--- config.mk ---
export PLATFORM = sky130hd
export DESIGN_NAME = preemption_victim_select_top_flat
export DESIGN_NICKNAME = d
export VERILOG_FILES = /design/src/rtl/core/pvs_pkg.sv /design/src/rtl/core/pvs_req_if.sv /design/src/rtl/core/pvs_rsp_if.sv /design/src/rtl/core/pvs_in_stage.sv /design/src/rtl/core/pvs_select.sv /design/src/rtl/core/pvs_out_stage.sv /design/src/rtl/core/preemption_victim_select_top.sv /design/src/flat_wrapper.sv
export SDC_FILE = /design/constraint.sdc
export NUM_CORES = 1
export LEC_CHECK = 0
export BUFFER_PORTS_ARGS = -buffer_cell sky130_fd_sc_hd__buf_2
export CELL_PAD_IN_SITES_DETAIL_PLACEMENT = 0
export CELL_PAD_IN_SITES_GLOBAL_PLACEMENT = 1
export CORE_MARGIN = 10
export CORE_UTILIZATION = 30
export DETAILED_ROUTE_END_ITERATION = 16
export GPL_ROUTABILITY_DRIVEN = 1
export PLACE_DENSITY = 0.6
export SYNTH_ARGS = -nofsm -noshare
export SYNTH_HDL_FRONTEND = slang
export SYNTH_SLANG_ARGS = --single-unit
--- constraint.sdc ---
create_clock -name clock -period 4.8 [get_ports clock]
set_input_delay 0.72 -clock clock [delete_from_list [all_inputs] [get_ports clock]]
set_output_delay 0.72 -clock clock [all_outputs]
set_load 0.005 [all_outputs]
--- src/rtl/core/pvs_pkg.sv ---
// Package for the preemption victim selector.
// Holds slot status codes, the position cap and the item structs used by the core modules.
// No dependencies.
package pvs_pkg;

   localparam logic [1:0] ST_OTHER   = 2'd0;
   localparam logic [1:0] ST_WAITING = 2'd1;
   localparam logic [1:0] ST_RUNNING = 2'd2;

   localparam int POS_CAP = 16;

   typedef struct packed {
      logic [1:0] slot_status;
      logic [7:0] app_id;
      logic [7:0] task_id;
      logic [4:0] app_occupancy;
      logic [7:0] app_threshold;
      logic       last_slot;
   } req_item_type;

   typedef struct packed {
      logic       victim_found;
      logic [3:0] victim_slot;
      logic [7:0] victim_excess;
   } rsp_item_type;

endpackage

--- src/rtl/core/pvs_req_if.sv ---
// Slot item channel: valid/ready handshake with the per-slot fields.
// Depends on nothing; widths match pvs_pkg::req_item_type.
interface pvs_req_if;
   logic       valid;
   logic       ready;
   logic [1:0] slot_status;
   logic [7:0] app_id;
   logic [7:0] task_id;
   logic [4:0] app_occupancy;
   logic [7:0] app_threshold;
   logic       last_slot;

   modport source (
      output valid, slot_status, app_id, task_id, app_occupancy, app_threshold, last_slot,
      input  ready
   );
   modport sink (
      input  valid, slot_status, app_id, task_id, app_occupancy, app_threshold, last_slot,
      output ready
   );
endinterface

--- src/rtl/core/pvs_rsp_if.sv ---
// Result channel: valid/ready handshake with the victim choice fields.
// Depends on nothing; widths match pvs_pkg::rsp_item_type.
interface pvs_rsp_if;
   logic       valid;
   logic       ready;
   logic       victim_found;
   logic [3:0] victim_slot;
   logic [7:0] victim_excess;

   modport source (
      output valid, victim_found, victim_slot, victim_excess,
      input  ready
   );
   modport sink (
      input  valid, victim_found, victim_slot, victim_excess,
      output ready
   );
endinterface

--- src/rtl/core/pvs_in_stage.sv ---
// Input register of the selector: captures one slot item per handshake.
// Depends on pvs_pkg and pvs_req_if.
module pvs_in_stage (
   input  logic                 clock,
   input  logic                 reset,
   pvs_req_if.sink              req_ch,
   input  logic                 consume,
   output logic                 item_valid,
   output pvs_pkg::req_item_type item
);

   logic                  valid_ff;
   logic                  valid_in;
   pvs_pkg::req_item_type item_ff;
   logic                  load;

   assign req_ch.ready = !valid_ff || consume;
   assign load         = req_ch.valid && req_ch.ready;

   always_comb begin
      valid_in = valid_ff;
      if (load) begin
         valid_in = 1'b1;
      end else if (consume) begin
         valid_in = 1'b0;
      end
   end

   always_ff @(posedge clock) begin
      if (reset) begin
         valid_ff <= 1'b0;
      end else begin
         valid_ff <= valid_in;
      end
   end

   always_ff @(posedge clock) begin
      if (load) begin
         item_ff.slot_status   <= req_ch.slot_status;
         item_ff.app_id        <= req_ch.app_id;
         item_ff.task_id       <= req_ch.task_id;
         item_ff.app_occupancy <= req_ch.app_occupancy;
         item_ff.app_threshold <= req_ch.app_threshold;
         item_ff.last_slot     <= req_ch.last_slot;
      end
   end

   assign item_valid = valid_ff;
   assign item       = item_ff;

endmodule

--- src/rtl/core/pvs_select.sv ---
// Scan state and victim compare: one slot item per cycle, a last one only if out_free.
// Depends on pvs_pkg.
module pvs_select #(
   parameter int POS_LIMIT = 16
) (
   input  logic                  clock,
   input  logic                  reset,
   input  logic                  item_valid,
   input  pvs_pkg::req_item_type item,
   input  logic                  out_free,
   output logic                  consume,
   output logic                  rsp_load,
   output pvs_pkg::rsp_item_type rsp_item
);

   logic [7:0] best_excess_ff,  best_excess_in,  best_next;
   logic       have_choice_ff,  have_choice_in,  have_next;
   logic [3:0] chosen_index_ff, chosen_index_in, index_next;
   logic [7:0] chosen_app_ff,   chosen_app_in,   app_next;
   logic [7:0] chosen_task_ff,  chosen_task_in,  task_next;
   logic [3:0] slot_pos_ff,     slot_pos_in;

   logic [8:0] diff;
   logic       excess_gt;
   logic       excess_eq;
   logic       same_later;
   logic [4:0] pos_plus;

   assign consume  = item_valid && (!item.last_slot || out_free);
   assign rsp_load = consume && item.last_slot;

   assign diff       = {4'd0, item.app_occupancy} - {1'b0, item.app_threshold};
   assign excess_gt  = !diff[8] && (diff[7:0] > best_excess_ff);
   assign excess_eq  = !diff[8] && (diff[7:0] == best_excess_ff);
   assign same_later = (item.app_id == chosen_app_ff) && (item.task_id > chosen_task_ff);
   assign pos_plus   = {1'b0, slot_pos_ff} + 5'd1;

   always_comb begin
      best_next  = best_excess_ff;
      have_next  = have_choice_ff;
      index_next = chosen_index_ff;
      app_next   = chosen_app_ff;
      task_next  = chosen_task_ff;
      if (item.slot_status == pvs_pkg::ST_WAITING) begin
         if (excess_gt) begin
            best_next  = diff[7:0];
            have_next  = 1'b1;
            index_next = slot_pos_ff;
            app_next   = item.app_id;
            task_next  = item.task_id;
         end else if (excess_eq && have_choice_ff && same_later) begin
            index_next = slot_pos_ff;
            task_next  = item.task_id;
         end
      end else if (item.slot_status == pvs_pkg::ST_RUNNING) begin
         if (have_choice_ff && same_later) begin
            have_next = 1'b0;
         end
      end
   end

   always_comb begin
      rsp_item.victim_found  = have_next;
      rsp_item.victim_slot   = have_next ? index_next : 4'd0;
      rsp_item.victim_excess = best_next;
   end

   always_comb begin
      best_excess_in  = best_excess_ff;
      have_choice_in  = have_choice_ff;
      chosen_index_in = chosen_index_ff;
      chosen_app_in   = chosen_app_ff;
      chosen_task_in  = chosen_task_ff;
      slot_pos_in     = slot_pos_ff;
      if (consume) begin
         if (item.last_slot) begin
            best_excess_in  = 8'd0;
            have_choice_in  = 1'b0;
            chosen_index_in = 4'd0;
            chosen_app_in   = 8'd0;
            chosen_task_in  = 8'd0;
            slot_pos_in     = 4'd0;
         end else begin
            best_excess_in  = best_next;
            have_choice_in  = have_next;
            chosen_index_in = index_next;
            chosen_app_in   = app_next;
            chosen_task_in  = task_next;
            slot_pos_in     = (pos_plus >= 5'(POS_LIMIT)) ? 4'd0 : pos_plus[3:0];
         end
      end
   end

   always_ff @(posedge clock) begin
      if (reset) begin
         best_excess_ff  <= 8'd0;
         have_choice_ff  <= 1'b0;
         chosen_index_ff <= 4'd0;
         chosen_app_ff   <= 8'd0;
         chosen_task_ff  <= 8'd0;
         slot_pos_ff     <= 4'd0;
      end else begin
         best_excess_ff  <= best_excess_in;
         have_choice_ff  <= have_choice_in;
         chosen_index_ff <= chosen_index_in;
         chosen_app_ff   <= chosen_app_in;
         chosen_task_ff  <= chosen_task_in;
         slot_pos_ff     <= slot_pos_in;
      end
   end

endmodule

--- src/rtl/core/pvs_out_stage.sv ---
// Result register: holds one result item until the sink takes it.
// Depends on pvs_pkg and pvs_rsp_if.
module pvs_out_stage (
   input  logic                  clock,
   input  logic                  reset,
   input  logic                  load,
   input  pvs_pkg::rsp_item_type rsp_item,
   output logic                  out_free,
   pvs_rsp_if.source             rsp_ch
);

   logic                  valid_ff;
   logic                  valid_in;
   pvs_pkg::rsp_item_type item_ff;

   assign out_free = !valid_ff || rsp_ch.ready;

   always_comb begin
      valid_in = valid_ff;
      if (load) begin
         valid_in = 1'b1;
      end else if (rsp_ch.ready) begin
         valid_in = 1'b0;
      end
   end

   always_ff @(posedge clock) begin
      if (reset) begin
         valid_ff <= 1'b0;
      end else begin
         valid_ff <= valid_in;
      end
   end

   always_ff @(posedge clock) begin
      if (load) begin
         item_ff <= rsp_item;
      end
   end

   assign rsp_ch.valid         = valid_ff;
   assign rsp_ch.victim_found  = item_ff.victim_found;
   assign rsp_ch.victim_slot   = item_ff.victim_slot;
   assign rsp_ch.victim_excess = item_ff.victim_excess;

endmodule

--- src/rtl/core/preemption_victim_select_top.sv ---
// Top level of the preemption victim selector.
// Depends on pvs_pkg, pvs_req_if, pvs_rsp_if, pvs_in_stage, pvs_select and pvs_out_stage.
//
// Feed one item per fabric slot in scan order; the item flagged last_slot closes the scan and
// produces one result: whether a victim was found, its scan position and the largest excess
// (occupancy minus threshold) seen in waiting slots. The block takes one item per clock
// while no last item waits; a result is presented once its last item has passed the input
// register and the compare has loaded it into the result register, and a last item waits in
// the input register while an earlier result is still held. The scan position wraps at
// MAX_SLOTS or 16, whichever is smaller, and all scan state clears after each last item.
module preemption_victim_select_top #(
   parameter int MAX_SLOTS = 16
) (
   input  logic       clock,
   input  logic       reset,
   pvs_req_if.sink    req_ch,
   pvs_rsp_if.source  rsp_ch
);

   localparam int POS_LIMIT = (MAX_SLOTS < pvs_pkg::POS_CAP) ? MAX_SLOTS : pvs_pkg::POS_CAP;

   logic                  item_valid;
   pvs_pkg::req_item_type item;
   logic                  consume;
   logic                  rsp_load;
   pvs_pkg::rsp_item_type rsp_item;
   logic                  out_free;

   pvs_in_stage u_in (
      .clock      (clock),
      .reset      (reset),
      .req_ch     (req_ch),
      .consume    (consume),
      .item_valid (item_valid),
      .item       (item)
   );

   pvs_select #(
      .POS_LIMIT (POS_LIMIT)
   ) u_select (
      .clock      (clock),
      .reset      (reset),
      .item_valid (item_valid),
      .item       (item),
      .out_free   (out_free),
      .consume    (consume),
      .rsp_load   (rsp_load),
      .rsp_item   (rsp_item)
   );

   pvs_out_stage u_out (
      .clock    (clock),
      .reset    (reset),
      .load     (rsp_load),
      .rsp_item (rsp_item),
      .out_free (out_free),
      .rsp_ch   (rsp_ch)
   );

   a_result_follows_last: assert property (@(posedge clock) disable iff (reset)
      rsp_load |=> rsp_ch.valid)
      else $error("result missing after last item");

   a_no_victim_slot_zero: assert property (@(posedge clock) disable iff (reset)
      (rsp_ch.valid && !rsp_ch.victim_found) |-> (rsp_ch.victim_slot == 4'd0))
      else $error("victim_slot set without a victim");

   a_victim_has_excess: assert property (@(posedge clock) disable iff (reset)
      (rsp_ch.valid && rsp_ch.victim_found) |-> (rsp_ch.victim_excess != 8'd0))
      else $error("victim chosen with zero excess");

   a_excess_bounded: assert property (@(posedge clock) disable iff (reset)
      rsp_ch.valid |-> (rsp_ch.victim_excess <= 8'd31))
      else $error("excess above occupancy range");

   a_no_load_when_full: assert property (@(posedge clock) disable iff (reset)
      rsp_load |-> out_free)
      else $error("result register overwritten");

endmodule

--- src/flat_wrapper.sv ---
// flat-port wrapper written by rule: the top's interface ports become plain ports
module preemption_victim_select_top_flat 
#(
   parameter int MAX_SLOTS = 16
)
  (clock, reset, req_ch_valid, req_ch_slot_status, req_ch_app_id, req_ch_task_id, req_ch_app_occupancy, req_ch_app_threshold, req_ch_last_slot, req_ch_ready, rsp_ch_valid, rsp_ch_victim_found, rsp_ch_victim_slot, rsp_ch_victim_excess, rsp_ch_ready);
  pvs_req_if req_ch_i ();
  pvs_rsp_if rsp_ch_i ();
  input  logic clock;
  input  logic reset;
  input wire logic [$bits(req_ch_i.valid)-1:0] req_ch_valid;
  input wire logic [$bits(req_ch_i.slot_status)-1:0] req_ch_slot_status;
  input wire logic [$bits(req_ch_i.app_id)-1:0] req_ch_app_id;
  input wire logic [$bits(req_ch_i.task_id)-1:0] req_ch_task_id;
  input wire logic [$bits(req_ch_i.app_occupancy)-1:0] req_ch_app_occupancy;
  input wire logic [$bits(req_ch_i.app_threshold)-1:0] req_ch_app_threshold;
  input wire logic [$bits(req_ch_i.last_slot)-1:0] req_ch_last_slot;
  output wire logic [$bits(req_ch_i.ready)-1:0] req_ch_ready;
  output wire logic [$bits(rsp_ch_i.valid)-1:0] rsp_ch_valid;
  output wire logic [$bits(rsp_ch_i.victim_found)-1:0] rsp_ch_victim_found;
  output wire logic [$bits(rsp_ch_i.victim_slot)-1:0] rsp_ch_victim_slot;
  output wire logic [$bits(rsp_ch_i.victim_excess)-1:0] rsp_ch_victim_excess;
  input wire logic [$bits(rsp_ch_i.ready)-1:0] rsp_ch_ready;
  assign req_ch_i.valid = req_ch_valid;
  assign req_ch_i.slot_status = req_ch_slot_status;
  assign req_ch_i.app_id = req_ch_app_id;
  assign req_ch_i.task_id = req_ch_task_id;
  assign req_ch_i.app_occupancy = req_ch_app_occupancy;
  assign req_ch_i.app_threshold = req_ch_app_threshold;
  assign req_ch_i.last_slot = req_ch_last_slot;
  assign req_ch_ready = req_ch_i.ready;
  assign rsp_ch_valid = rsp_ch_i.valid;
  assign rsp_ch_victim_found = rsp_ch_i.victim_found;
  assign rsp_ch_victim_slot = rsp_ch_i.victim_slot;
  assign rsp_ch_victim_excess = rsp_ch_i.victim_excess;
  assign rsp_ch_i.ready = rsp_ch_ready;
  preemption_victim_select_top #(.MAX_SLOTS(MAX_SLOTS)) u_core (.clock(clock), .reset(reset), .req_ch(req_ch_i), .rsp_ch(rsp_ch_i));
endmodule
==> summary.log <==
INFO  yosys          synthesis.nets=373
INFO  grt            grt_start_max_net_pins=33
INFO  clocking       post_cts_resize_count=0
INFO  yosys          yosys.area.top_type_share=37.7%
INFO  worst_setup_path end_of_the_worst_register_to_register_path=u_core.u_out.rsp_ch.victim_slot[0]
INFO  finish         multi_input_comb_area=1370µm²
INFO  worst_setup_path critPathCaptureType=register
INFO  sta            worst_pin_slew=1.16ns
INFO  detailed_routing met2_wirelength=3.18mm
INFO  placement      dp_slack=1.02ns
INFO  detailed_routing antenna_violating_nets_post_route=0
INFO  grt            grt_antenna_before_repair=0
INFO  sta            timing.max_slew.rel_slack=22.6%
INFO  grt            groute.usage.overall=9.34%
INFO  detailed_routing detailed_route_vias_per_instance=4.71
INFO  die            rows=39
INFO  detailed_routing drt_met1_wl=3.65mm
INFO  yosys          synth.cell_area=3580µm²
INFO  detailed_routing routed_wire_length=7.36mm
INFO  min_path       min_from=u_core.u_select.best_excess_ff[6]
INFO  clocking       cts-htree-levels=3
INFO  die            dieWidth=129µm
INFO  detailed_routing highest-signal-layer=met4
INFO  min_path       hold_ep=u_core.u_select.best_excess_ff[6]
INFO  sta            final_setup_violation_count=0
INFO  clocking       tritoncts_clock_tree=done
INFO  job            maxCapViolations=0
INFO  worst_setup_path critical_path_peak_fanout=20
INFO  die            initial_core_util=31.0%
INFO  worst_setup_path ff2ff_setup_slack=0.99ns
INFO  yosys          synth-async-reset-ratio=0%
INFO  clocking       cts-root-to-sink-buffers=2
INFO  sta            max_clock_freq=263MHz
INFO  finish         final_util=37.2%
INFO  yosys          leading_cell_types_by_total_area_after_synthesis=sky130_fd_sc_hd__edfxtp_1 (38%), sky130_fd_sc_hd__dfxtp_1 (20%), sky130_fd_sc_hd__ha_1 (7.7%)
INFO  worst_setup_path worst_setup_path_startpoint=u_core.u_in.item[10]
INFO  yosys          syn-instance-count=314
INFO  placement      dp_hpwl=5.45mm
INFO  sta            finalHoldViolations=0
INFO  sta            fin_tns_setup=0ns
INFO  finish         synthesis_to_finish_area_growth=20.2%
INFO  sta            setup_repair_after_global_routing_missed_its_margin=no
INFO  finish         drive_gt1_share=19.3%
INFO  finish         antenna_cells_inserted=0
INFO  clocking       ctsHoldBuffers=0
INFO  yosys          ys_seq_elements=80
INFO  grt            overflow=0
INFO  yosys          synth_enable_flop_cells=45
INFO  die            io-pin-count=51
INFO  worst_setup_path crit_arrival=3.96ns
INFO  finish         seqCellArea=2050µm²
INFO  power          vdd_ir_drop_max=153µV
INFO  yosys          netlist_top_cells_count=sky130_fd_sc_hd__edfxtp_1 (45), sky130_fd_sc_hd__inv_1 (37), sky130_fd_sc_hd__dfxtp_1 (35), sky130_fd_sc_hd__nand2_1 (28), sky130_fd_sc_hd__ha_1 (22)
INFO  finish         fillers=1114
INFO  worst_setup_path timing.reg2reg.worst_path_depth=15
INFO  die            design.die.area=16700µm²
INFO  grt            vias_in_the_first_global_route=2443
INFO  clocking       cts.sink_count=80
INFO  sta            fin_crit=3.81ns
INFO  clocking       post_cts_clock_slew_at_the_launch_and_capture_registers_of_the_worst_setup_and_hold_paths=0.06ns
INFO  power          cellPowerDensity=371nW/µm²
INFO  placement      io_buffers=50
INFO  die            fp.coreArea=11600µm²
INFO  placement      placer_s_final_routability_congestion_estimate=0.731
INFO  yosys          dominant_synthesized_flop_cell=sky130_fd_sc_hd__edfxtp_1
INFO  sta            timing_max_transition_violations_final=0
INFO  detailed_routing post_drt_wl_per_cell=14.2µm
INFO  detailed_routing dr_wl_met3=375µm
INFO  status         status=complete, no violations
INFO  sta            hold_ws=0.456ns
INFO  sta            timing.final.ws_setup=0.991ns
INFO  clocking       cts_post_setup_buffers_inserted=0
INFO  yosys          distinct_cells_synth=47
INFO  detailed_routing total_via_count_in_the_routed_design=2435
INFO  sta            post-route-period-util=79.4%
INFO  detailed_routing drt_iter0_drc=120
INFO  detailed_routing dr.pass1.iters=4
INFO  min_path       hold_path.class=register to register
INFO  worst_setup_path critical_path.startpoint_type=register
INFO  yosys          post_synth.cell_area_avg=11.4µm²
INFO  finish         nets_finish=428
INFO  yosys          synth.most_common_cell=sky130_fd_sc_hd__edfxtp_1
INFO  detailed_routing drc=0
INFO  clocking       clock_insertion_delay_worst_skew=0.33ns
INFO  clocking       clock-root-buffer=sky130_fd_sc_hd__clkbuf_16
INFO  worst_setup_path required=4.95ns
INFO  clocking       cts_made_buffers=9
INFO  finish         finalInstanceArea=4310µm²
INFO  yosys          synth_sequential_area_ratio=57.3%
INFO  yosys          post-synth-top-area-cell=sky130_fd_sc_hd__edfxtp_1
INFO  yosys          ys.warnings.count=0
INFO  min_path       hold_depth=1
INFO  placement      dpl-instance-area=4000µm²
INFO  worst_setup_path worstReg2RegStart=u_core.u_in.item[10]
INFO  worst_setup_path critPathKind=register to register
INFO  grt            grt_pass1_wl=12.2mm
INFO  sta            finClkSkew=0.00637ns
INFO  die            die_h=129µm
INFO  power          leakagePower=1.64nW
==> worst max-delay path: stages (launching register included) <==
cell and delay (ns):
sky130_fd_sc_hd__edfxtp_1 0.42, sky130_fd_sc_hd__ha_1 0.29, sky130_fd_sc_hd__nor2b_1 0.11, sky130_fd_sc_hd__o21ai_0 0.10, sky130_fd_sc_hd__a21oi_1 0.20, sky130_fd_sc_hd__o21ai_0 0.14
sky130_fd_sc_hd__a21boi_0 0.46, sky130_fd_sc_hd__xnor2_1 0.18, sky130_fd_sc_hd__ha_1 0.27, sky130_fd_sc_hd__and4_1 0.20, sky130_fd_sc_hd__and3_1 0.20, sky130_fd_sc_hd__o22ai_2 0.29
sky130_fd_sc_hd__nor2b_1 0.17, sky130_fd_sc_hd__buf_4 0.24, sky130_fd_sc_hd__o211ai_1 0.11, sky130_fd_sc_hd__mux2i_1 0.24
==> layer usage <==
metal	vias to the layer above	track usage, %
met2	55	13.8
met4	0	4.68
li1	1247	-
met5	-	0
met1	1125	11.9
met3	8	3.26
==> kinds of logic (layout without fill, tap and decap cells) <==
kind of cell | after synthesis | after routing | synth area share (%)
flops | 80 | 80 | 57.3
compound gates | 75 | 75 | 14.9
simple gates | 74 | 74 | 10.2
buf+inv | 45 | 105 | 5.06
fa+ha+maj | 23 | 23 | 8.24
xor+xnor | 13 | 13 | 3.18
mux | 4 | 4 | 1.12
==> area by class of cell <==
cell class / count / area share (%)
repair buffers: 52 / 6.16
multi-input cells: 189 / 31.7
clock inverters: 4 / 1.63
well taps: 143 / 4.15
inverters: 37 / 3.22
clock buffers: 12 / 5.49
flip-flops and latches: 80 / 47.6
==> how the worst max path moves through the flow <==
stage	end	slack, ns
after detailed placement	u_core.u_select.chosen_index_ff[1]	1.02
after global placement	u_core.u_out.rsp_ch.victim_slot[0]	1.12
after floorplan	u_core.u_out.rsp_ch.victim_excess[7]	1.34
final	u_core.u_out.rsp_ch.victim_slot[0]	0.99
after CTS	u_core.u_select.chosen_index_ff[1]	0.99
after global routing	u_core.u_select.chosen_task_ff[0]	0.61
==> cells in the final DEF (no fill, tap or decap), types with 3 or more instances in the layout <==
cell type	count
sky130_fd_sc_hd__a21oi_1	16
sky130_fd_sc_hd__a22o_1	12
sky130_fd_sc_hd__and2_1	3
sky130_fd_sc_hd__buf_2	50
sky130_fd_sc_hd__clkbuf_1	3
sky130_fd_sc_hd__clkbuf_16	9
sky130_fd_sc_hd__dfxtp_1	35
sky130_fd_sc_hd__edfxtp_1	45
sky130_fd_sc_hd__ha_1	22
sky130_fd_sc_hd__inv_1	37
sky130_fd_sc_hd__mux2i_1	4
sky130_fd_sc_hd__nand2_1	28
sky130_fd_sc_hd__nand3_1	6
sky130_fd_sc_hd__nand4_1	5
sky130_fd_sc_hd__nor2_1	15
sky130_fd_sc_hd__nor2b_1	5
sky130_fd_sc_hd__nor3b_1	3
sky130_fd_sc_hd__o211ai_1	6
sky130_fd_sc_hd__o21ai_0	8
sky130_fd_sc_hd__o22ai_1	12
sky130_fd_sc_hd__o2bb2ai_1	3
sky130_fd_sc_hd__xnor2_1	10
sky130_fd_sc_hd__xor2_1	3
==> registers in the layout, indices dropped and copies added, names as in the netlist, 4 cells and up <==
signal and flops:
u_core.u_select.chosen_index_ff 4, u_core.u_select.best_excess_ff 8, u_core.u_select.chosen_app_ff 8, u_core.u_in.item 32, u_core.u_select.slot_pos_ff 4, u_core.u_out.rsp_ch.victim_slot 4
u_core.u_select.chosen_task_ff 8, u_core.u_out.rsp_ch.victim_excess 8
==> where the power goes <==
part	total [mW]	internal (mW)	switching [mW]
Clock	0.707	0.454	0.253
Sequential	0.757	0.746	0.0118
Combinational	0.133	0.0553	0.0776
==> stage by stage <==
stage / power, mW / std cells
finish: 1.60 / 517
global route: 1.67 / 517
CTS: 1.62 / 517
detailed placement: 0.907 / 501
global placement: 0.907 / 501
floorplan: 0.860 / 314
Note: power is estimated with default switching activity, not from simulation.
